===== config.mk =====
export PLATFORM = sky130hd
export DESIGN_NAME = saturating_drive_with_ewma_trip_flat
export DESIGN_NICKNAME = d
export VERILOG_FILES = /design/src/rtl/swet_pkg.sv /design/src/rtl/swet_if.sv /design/src/rtl/swet_mul.sv /design/src/rtl/saturating_drive_with_ewma_trip.sv /design/src/flat_wrapper.sv
export SDC_FILE = /design/constraint.sdc
export NUM_CORES = 2
export LEC_CHECK = 0
export BUFFER_PORTS_ARGS = -buffer_cell sky130_fd_sc_hd__buf_2
export CORE_MARGIN = 5
export CORE_UTILIZATION = 55
export CTS_CLUSTER_SIZE = 14
export DETAILED_ROUTE_END_ITERATION = 10
export HOLD_SLACK_MARGIN = 0.08
export PLACE_DENSITY = 0.72
export SYNTH_ARGS = -nofsm -noshare
export SYNTH_HDL_FRONTEND = slang
export SYNTH_HIERARCHICAL = 1
export SYNTH_SLANG_ARGS = --single-unit

===== constraint.sdc =====
create_clock -name clk -period 18.8 [get_ports clk]
set_input_delay 0 -clock clk [delete_from_list [all_inputs] [get_ports clk]]
set_output_delay 0 -clock clk [all_outputs]
set_load 0.01 [all_outputs]

===== src/rtl/swet_pkg.sv =====
// ----------------------------------------------------------------------------
// swet_pkg
// shared widths and the multiplier request type
// ----------------------------------------------------------------------------
package swet_pkg;

	localparam int CA_W   = 24;
	localparam int VAR_W  = 32;
	localparam int MUL_W  = 27;
	localparam int PROD_W = 2 * MUL_W;

	typedef struct packed {
		logic                     en;
		logic signed [MUL_W-1:0]  a;
		logic signed [MUL_W-1:0]  b;
	} mul_req_t;

endpackage


===== src/rtl/swet_if.sv =====
// ----------------------------------------------------------------------------
// swet channel interfaces
// sample and result channels with valid/ready handshake
// ----------------------------------------------------------------------------
interface swet_in_if;
	logic                             valid;
	logic                             ready;
	logic                             req_type;
	logic signed [swet_pkg::CA_W-1:0] ctrl_sample;
	logic                             sample_invalid;

	modport source (output valid, req_type, ctrl_sample, sample_invalid, input ready);
	modport sink   (input valid, req_type, ctrl_sample, sample_invalid, output ready);
endinterface

interface swet_out_if;
	logic                              valid;
	logic                              ready;
	logic signed [swet_pkg::CA_W-1:0]  drive_value;
	logic                              drive_written;
	logic signed [swet_pkg::CA_W-1:0]  mean_value;
	logic        [swet_pkg::VAR_W-1:0] var_value;
	logic                              trip_flag;
	logic                              ignored;

	modport source (output valid, drive_value, drive_written, mean_value, var_value,
		trip_flag, ignored, input ready);
	modport sink   (input valid, drive_value, drive_written, mean_value, var_value,
		trip_flag, ignored, output ready);
endinterface


===== src/rtl/swet_mul.sv =====
// ----------------------------------------------------------------------------
// swet_mul
// shared signed 27x27 multiplier with registered product
// ----------------------------------------------------------------------------
module swet_mul (
	input  logic                                clk,
	input  logic                                arst_n,
	input  swet_pkg::mul_req_t                  req,
	output logic signed [swet_pkg::PROD_W-1:0]  prod_q
);

	always_ff @(posedge clk or negedge arst_n) begin
		if (!arst_n) begin
			prod_q <= '0;
		end else if (req.en) begin
			prod_q <= req.a * req.b;
		end
	end

endmodule


===== src/rtl/saturating_drive_with_ewma_trip.sv =====
// ----------------------------------------------------------------------------
// saturating_drive_with_ewma_trip
// scaled, clamped converter drive with weighted mean/variance trip
// ----------------------------------------------------------------------------
// usage:
//   sample carries one request per transaction: a control sample or an end
//   command. result returns exactly one transaction per request, in order.
//   cfg_we/cfg_index/cfg_data write gain_recip (0), max_drive (1),
//   smoothing_alpha (2) and var_threshold (3); write only while idle.
// sequencing:
//   a valid control sample runs through eleven steps of one shared 27x27
//   multiplier and its adders; no new request is taken until the result is
//   registered. end commands, samples after finish and invalid samples skip
//   the arithmetic and go straight to the output step. the chain of
//   dependent products (scale, square, two beta partials, two alpha partials,
//   mean) through the single multiplier sets the length of the sequence.
// reset:
//   statistics cleared, first-sample seeding armed, not finished, config
//   registers back to their defaults, no result pending.
// stall:
//   the result sits in an output register until taken; a new request is
//   accepted meanwhile, and its own result waits in the final step until
//   the output register frees.
// ----------------------------------------------------------------------------
module saturating_drive_with_ewma_trip (
	input  logic                         clk,
	input  logic                         arst_n,
	swet_in_if.sink                      sample,
	swet_out_if.source                   result,
	input  logic                         cfg_we,
	input  logic [1:0]                   cfg_index,
	input  logic [swet_pkg::VAR_W-1:0]   cfg_data
);

	// register indexes
	localparam logic [1:0] REG_GAIN  = 2'd0;
	localparam logic [1:0] REG_MAXD  = 2'd1;
	localparam logic [1:0] REG_ALPHA = 2'd2;
	localparam logic [1:0] REG_THR   = 2'd3;

	typedef enum logic [3:0] {
		S_IDLE, S_SCALE, S_CLAMP, S_SQ, S_SQR, S_BLO, S_BHI,
		S_T, S_ALO, S_AHI, S_VAR, S_OUT
	} state_t;

	// what kind of result the current transaction produces
	typedef enum logic [1:0] {K_END, K_IGN, K_BAD, K_SAMPLE} kind_t;

	// configuration
	logic [15:0] gain_q;
	logic [22:0] maxd_q;
	logic [15:0] alpha_q;
	logic [31:0] thr_q;

	always_ff @(posedge clk or negedge arst_n) begin
		if (!arst_n) begin
			gain_q  <= 16'd4096;
			maxd_q  <= 23'd12288;
			alpha_q <= 16'd64880;
			thr_q   <= 32'd4096;
		end else if (cfg_we) begin
			case (cfg_index)
				REG_GAIN:  gain_q  <= cfg_data[15:0];
				REG_MAXD:  maxd_q  <= cfg_data[22:0];
				REG_ALPHA: alpha_q <= cfg_data[15:0];
				REG_THR:   thr_q   <= cfg_data;
				default: ;
			endcase
		end
	end

	state_t             state_q;
	kind_t              kind_q;
	logic signed [23:0] ca_q;
	logic               finished_q;
	logic               first_q;
	logic signed [23:0] mean_q;
	logic [31:0]        var_q;
	logic signed [23:0] v_q;
	logic signed [24:0] diff_q;
	logic [36:0]        sq_q;
	logic [38:0]        s_q;
	logic [42:0]        acc_q;

	// output register
	logic               out_valid_q;
	logic signed [23:0] out_drive_q;
	logic               out_written_q;
	logic signed [23:0] out_mean_q;
	logic [31:0]        out_var_q;
	logic               out_end_q;
	logic               out_ign_q;

	// shared multiplier
	swet_pkg::mul_req_t                  mul_req;
	logic signed [swet_pkg::PROD_W-1:0]  prod_q;

	swet_mul u_mul (
		.clk    (clk),
		.arst_n (arst_n),
		.req    (mul_req),
		.prod_q (prod_q)
	);

	// (1 - alpha) in Q1.16, 65536 when alpha is zero
	logic [16:0] beta;
	assign beta = 17'd65536 - {1'b0, alpha_q};

	always_comb begin
		mul_req = '0;
		case (state_q)
			S_SCALE: begin
				mul_req.en = 1'b1;
				mul_req.a  = {{3{ca_q[23]}}, ca_q};
				mul_req.b  = {11'b0, gain_q};
			end
			S_SQ: begin
				mul_req.en = 1'b1;
				mul_req.a  = {{2{diff_q[24]}}, diff_q};
				mul_req.b  = {{2{diff_q[24]}}, diff_q};
			end
			S_SQR: begin
				mul_req.en = 1'b1;
				mul_req.a  = {10'b0, beta};
				mul_req.b  = {{2{diff_q[24]}}, diff_q};
			end
			S_BLO: begin
				mul_req.en = 1'b1;
				mul_req.a  = {10'b0, beta};
				mul_req.b  = {1'b0, sq_q[25:0]};
			end
			S_BHI: begin
				mul_req.en = 1'b1;
				mul_req.a  = {10'b0, beta};
				mul_req.b  = {16'b0, sq_q[36:26]};
			end
			S_ALO: begin
				mul_req.en = 1'b1;
				mul_req.a  = {11'b0, alpha_q};
				mul_req.b  = {1'b0, s_q[25:0]};
			end
			S_AHI: begin
				mul_req.en = 1'b1;
				mul_req.a  = {11'b0, alpha_q};
				mul_req.b  = {14'b0, s_q[38:26]};
			end
			default: mul_req = '0;
		endcase
	end

	// rounding at 2^12: scaled drive and squared difference
	logic signed [53:0] round12;
	assign round12 = prod_q + 54'sd2048;

	// scaled sample, clamped to plus or minus max_drive
	logic signed [41:0] v_full;
	logic signed [41:0] lim_s;
	logic signed [41:0] v_sel;
	logic signed [23:0] v_new;
	logic signed [23:0] mean_eff;
	logic signed [24:0] diff_new;

	always_comb begin
		v_full = $signed(round12[53:12]);
		lim_s  = $signed({19'b0, maxd_q});
		if (v_full > lim_s) begin
			v_sel = lim_s;
		end else if (v_full < -lim_s) begin
			v_sel = -lim_s;
		end else begin
			v_sel = v_full;
		end
		v_new    = v_sel[23:0];
		// first valid sample seeds the mean
		mean_eff = first_q ? v_new : mean_q;
		diff_new = {v_new[23], v_new} - {mean_eff[23], mean_eff};
	end

	// mean step, rounded at 2^16
	logic signed [53:0] round16;
	assign round16 = prod_q + 54'sd32768;

	// recombine low and high partial products, rounded at 2^16
	logic [55:0] wsum;
	logic [39:0] wq;
	assign wsum = {13'b0, acc_q} + {1'b0, prod_q[28:0], 26'b0} + 56'd32768;
	assign wq   = wsum[55:16];

	logic out_free;
	logic trip;
	assign out_free = !out_valid_q || result.ready;
	assign trip     = var_q > thr_q;

	always_ff @(posedge clk or negedge arst_n) begin
		if (!arst_n) begin
			state_q       <= S_IDLE;
			kind_q        <= K_IGN;
			ca_q          <= '0;
			finished_q    <= 1'b0;
			first_q       <= 1'b1;
			mean_q        <= '0;
			var_q         <= '0;
			v_q           <= '0;
			diff_q        <= '0;
			sq_q          <= '0;
			s_q           <= '0;
			acc_q         <= '0;
			out_valid_q   <= 1'b0;
			out_drive_q   <= '0;
			out_written_q <= 1'b0;
			out_mean_q    <= '0;
			out_var_q     <= '0;
			out_end_q     <= 1'b0;
			out_ign_q     <= 1'b0;
		end else begin
			if (result.ready) begin
				out_valid_q <= 1'b0;
			end
			case (state_q)
				S_IDLE: begin
					if (sample.valid) begin
						ca_q <= sample.ctrl_sample;
						if (sample.req_type) begin
							kind_q  <= K_END;
							state_q <= S_OUT;
						end else if (finished_q) begin
							kind_q  <= K_IGN;
							state_q <= S_OUT;
						end else if (sample.sample_invalid) begin
							kind_q  <= K_BAD;
							state_q <= S_OUT;
						end else begin
							kind_q  <= K_SAMPLE;
							state_q <= S_SCALE;
						end
					end
				end
				S_SCALE: state_q <= S_CLAMP;
				S_CLAMP: begin
					v_q     <= v_new;
					diff_q  <= diff_new;
					mean_q  <= mean_eff;
					first_q <= 1'b0;
					state_q <= S_SQ;
				end
				S_SQ: state_q <= S_SQR;
				S_SQR: begin
					sq_q    <= round12[48:12];
					state_q <= S_BLO;
				end
				S_BLO: begin
					// product holds beta * diff here
					mean_q  <= mean_q + round16[39:16];
					state_q <= S_BHI;
				end
				S_BHI: begin
					acc_q   <= prod_q[42:0];
					state_q <= S_T;
				end
				S_T: begin
					s_q     <= {7'b0, var_q} + wq[38:0];
					state_q <= S_ALO;
				end
				S_ALO: state_q <= S_AHI;
				S_AHI: begin
					acc_q   <= prod_q[42:0];
					state_q <= S_VAR;
				end
				S_VAR: begin
					// saturate to 32 bits
					var_q   <= (wq[39:32] != 8'd0) ? 32'hFFFF_FFFF : wq[31:0];
					state_q <= S_OUT;
				end
				S_OUT: begin
					if (out_free) begin
						out_valid_q   <= 1'b1;
						out_mean_q    <= mean_q;
						out_var_q     <= var_q;
						out_drive_q   <= '0;
						out_written_q <= 1'b0;
						out_end_q     <= 1'b0;
						out_ign_q     <= 1'b0;
						case (kind_q)
							K_END: begin
								out_written_q <= 1'b1;
								finished_q    <= 1'b1;
							end
							K_IGN: out_ign_q <= 1'b1;
							K_BAD: begin
								out_end_q  <= 1'b1;
								finished_q <= 1'b1;
							end
							K_SAMPLE: begin
								if (trip) begin
									out_end_q  <= 1'b1;
									finished_q <= 1'b1;
								end else begin
									out_drive_q   <= v_q;
									out_written_q <= 1'b1;
								end
							end
							default: ;
						endcase
						state_q <= S_IDLE;
					end
				end
				default: state_q <= S_IDLE;
			endcase
		end
	end

	assign sample.ready         = (state_q == S_IDLE);
	assign result.valid         = out_valid_q;
	assign result.drive_value   = out_drive_q;
	assign result.drive_written = out_written_q;
	assign result.mean_value    = out_mean_q;
	assign result.var_value     = out_var_q;
	assign result.trip_flag     = out_end_q;
	assign result.ignored       = out_ign_q;

endmodule


===== src/flat_wrapper.sv =====
// flat-port wrapper written by rule: the top's interface ports become plain ports
module saturating_drive_with_ewma_trip_flat 
  (clk, arst_n, cfg_we, cfg_index, cfg_data, sample_valid, sample_req_type, sample_ctrl_sample, sample_sample_invalid, sample_ready, result_valid, result_drive_value, result_drive_written, result_mean_value, result_var_value, result_trip_flag, result_ignored, result_ready);
  swet_in_if sample_i ();
  swet_out_if result_i ();
  input  logic clk;
  input  logic arst_n;
  input  logic cfg_we;
  input  logic [1:0] cfg_index;
  input  logic [swet_pkg::VAR_W-1:0] cfg_data;
  input wire logic [$bits(sample_i.valid)-1:0] sample_valid;
  input wire logic [$bits(sample_i.req_type)-1:0] sample_req_type;
  input wire logic [$bits(sample_i.ctrl_sample)-1:0] sample_ctrl_sample;
  input wire logic [$bits(sample_i.sample_invalid)-1:0] sample_sample_invalid;
  output wire logic [$bits(sample_i.ready)-1:0] sample_ready;
  output wire logic [$bits(result_i.valid)-1:0] result_valid;
  output wire logic [$bits(result_i.drive_value)-1:0] result_drive_value;
  output wire logic [$bits(result_i.drive_written)-1:0] result_drive_written;
  output wire logic [$bits(result_i.mean_value)-1:0] result_mean_value;
  output wire logic [$bits(result_i.var_value)-1:0] result_var_value;
  output wire logic [$bits(result_i.trip_flag)-1:0] result_trip_flag;
  output wire logic [$bits(result_i.ignored)-1:0] result_ignored;
  input wire logic [$bits(result_i.ready)-1:0] result_ready;
  assign sample_i.valid = sample_valid;
  assign sample_i.req_type = sample_req_type;
  assign sample_i.ctrl_sample = sample_ctrl_sample;
  assign sample_i.sample_invalid = sample_sample_invalid;
  assign sample_ready = sample_i.ready;
  assign result_valid = result_i.valid;
  assign result_drive_value = result_i.drive_value;
  assign result_drive_written = result_i.drive_written;
  assign result_mean_value = result_i.mean_value;
  assign result_var_value = result_i.var_value;
  assign result_trip_flag = result_i.trip_flag;
  assign result_ignored = result_i.ignored;
  assign result_i.ready = result_ready;
  saturating_drive_with_ewma_trip u_core (.clk(clk), .arst_n(arst_n), .sample(sample_i), .result(result_i), .cfg_we(cfg_we), .cfg_index(cfg_index), .cfg_data(cfg_data));
endmodule

==> run metrics <==
Die Ht=roughly 330 um; Clock Tree Root=clkbuf_16; DRC Markers=0; Setup crit end kind=register; Slew Limit Headroom=13.6%; global placement routability congestion=1.08; Pre-antenna DRT Iters=7; CTS tree=built; first-pass GRT wire length=about 270 mm; Routed Antenna Nets=0; via/cell ratio=5.91; Final Hold Vio Count=0; Slew @ Worst Pin=1290 ps; Simple-Gate Fraction of Synth Area=15.7%; commonest cells after routing, fill and taps aside=inv_1 (1009), nand2_1 (883), fa_1 (763); area of the multi-input gates=approximately 0.039 mm^2; clk_lat worst skew=620 ps; Layout area overhead=8.17%; CP Class=reg -> reg; Levels on crit path=29; Clock transition at path regs=60 ps; Startpoint Class=register; Fillers=8646; crit path DAT=about 11000 ps; Worst Reg-to-Reg Cells=29; io pins=150; CORE AREA=between 0.09 and 0.1 mm^2; largest net degree at the start of global routing=around 160; Synth Warn #=6; mapped cell area=about 0.055 mm^2; number of synthesized flops with an enable pin=0; Final Util=approximately 60%; Die Span X=326 um; Vias=around 44000; H-tree depth=2; DRT Wirelength=around 170 mm; slowest CP cell=fa_1; Crit path required time=19290 ps; CP most frequent cell=fa_1; clock buffer depth=3; status=completed; post-synthesis cell count=6036; Final Setup Violations=0; Worst Hold Slack=roughly 150 ps; asr flop ratio synth=100%; antenna violations before repair=19; Worst Setup EP=u_core/u_mul/prod_q[49]; area share of fa/ha/maj cells after synthesis=35.5%; Max Cap Violations=0; worst hold-check path type=in -> reg; post-synthesis sequential area ratio=21.2%; worst path bufs/invs=7; Max Fanout on Critical Path=62; hold path depth=3; Placed Area=~0.057 mm^2; syn_area_per_cell=about 9.1 um^2; drt wl/cell=22.8 um; Port Buffer Count=149; Inserted Clock Buffers=49; total die area=0.107 mm^2; Sum Neg Setup Slack=0 ps; Compound-Gate Fraction of Synth Area=about 10%; Worst Setup SP=u_core/state_q[3]; r2r setup slk=slightly above 8000 ps; initial drt markers=4400; RSZ-0062 raised after global routing=no; Synth cell types=119; Top FF cell, synth=dfrtp_1; Remaining Overflow, GRT=0; r2r endpoint=u_core/u_mul/prod_q[49]; vias in the first global route=approximately 45000; min cycle time layout=10530 ps; Sink Count=466; reg-to-reg startpoint=u_core/state_q[3]; Final Cell Area=0.0596 mm^2; FP Rows=roughly 120; XOR/XNOR Fraction of Synth Area=4.14%; initial core utilization=55.2%; Critical Path Max Stage Delay=830 ps; mux contribution to synthesized area=between 4 and 5%; Slew Limit Fails=0; Top delay family on crit path=adder cells; fin nets=7268; #FFs+latches synth=466; Clock Skew=roughly 28 ps; post-cts resize count=0; Peak Freq=about 95 MHz; FF/Latch Area=0.0117 mm^2; crit share post-route=56.0%; DP HPWL=132 mm; commonest non-fill, non-tap cell in the layout=inv_1; ratio of cells with drive above 1 in the final layout=10.3%; largest family of logic cells by synthesized area=adder cells; overall routing resource usage=32.1%; post-synth net total=7198
-- cell type report --
class | instances | area share (%)
inverter | 1010 | 6.36
clock inverter | 18 | 0.475
tap | 1298 | 2.73
clock buffer | 72 | 2.39
antenna | 10 | 0.0420
multi-input combinational | 4270 | 64.8
timing repair buffer | 309 | 3.61
sequential | 466 | 19.6
-- synth_stat cells, types with 57 or more instances --
master    number  area share (%)
nor3_1        66            0.60
xnor2_1      159             2.5
mux2_2       192             3.9
nand4_1       57            0.65
clkbuf_1     251             1.7
dfrtp_1      450              20
and2_1       315             3.6
nand2_1      883             6.0
nor2_1       255             1.7
inv_1       1009             6.9
fa_1         763              28
a21oi_1      233             2.1
ha_1         334             7.6
o21ai_0      220             2.0
nand3_1       78            0.71
xor2_1        99             1.6
-- worst min-delay path, delay by kind of cell --
kind                   cells  cell delay [ps]
muxes                      1              120
buffers and inverters      2              600
-- cell families (layout without fill, tap and decap cells) --
family	Yosys count	in the layout
flip-flops	466	466
AO/OA/AOI/OAI	858	858
other	0	10
multiplexers	203	203
adder cells (fa/ha/maj)	1105	1105
buffers and inverters	1300	1409
AND/OR/NAND/NOR	1845	1845
XOR/XNOR	259	259
-- worst min path at each step --
stage / startpoint / endpoint
floorplan: arst_n / u_core/acc_q[15]
finish: cfg_data[30] / u_core/thr_q[30]
global placement: arst_n / u_core/result.var_value[4]
CTS: sample_ctrl_sample[17] / u_core/ca_q[17]
detailed placement: arst_n / u_core/result.var_value[4]
global route: sample_ctrl_sample[18] / u_core/ca_q[18]
-- through the flow --
stage,setup slack [ps],instances
after detailed placement,8450,7285
after floorplan,9480,6036
after global placement,8690,7285
final,8270,7453
after CTS,8400,7443
after global routing,7710,7444
-- state kept, by name (all words and copies together) (netlist names), 2 cells and up --
signal	flops
u_core/result.var_value	32
u_core/result.drive_value	24
u_core/ca_q	24
u_core/kind_q	2
u_core/acc_q	28
u_core/thr_q	32
u_core/diff_q	25
u_core/var_q	32
u_core/alpha_q	16
u_core/maxd_q	23
u_core/result.mean_value	24
u_core/mean_q	24
u_core/sq_q	37
u_core/gain_q	16
u_core/s_q	39
u_core/v_q	24
u_core/state_q	4
u_core/u_mul/prod_q	54
-- per-layer routing --
| layer | vias to the layer above | global-route usage (%) | part of all wire [%] |
|---|---|---|---|
| met2 | 1955 | 49.0 | 44 |
| met4 | 18 | 10.9 | 4.1 |
| li1 | 19400 | - | - |
| met5 | - | 0 | 0.068 |
| met1 | 22200 | 44.5 | 41 |
| met3 | 412 | 8.86 | 11 |
-- repair_timing --
| item | 4_1_cts | 5_1_grt |
|---|---|---|
| setup buffers | 0 | 0 |
| hold buffers | 68 | 0 |
| hold endpoints to repair | 217 | 0 |
Power is left out: the tool's default activity adds up to more than one toggle a clock period on the data nets, which glitch-free logic cannot reach.
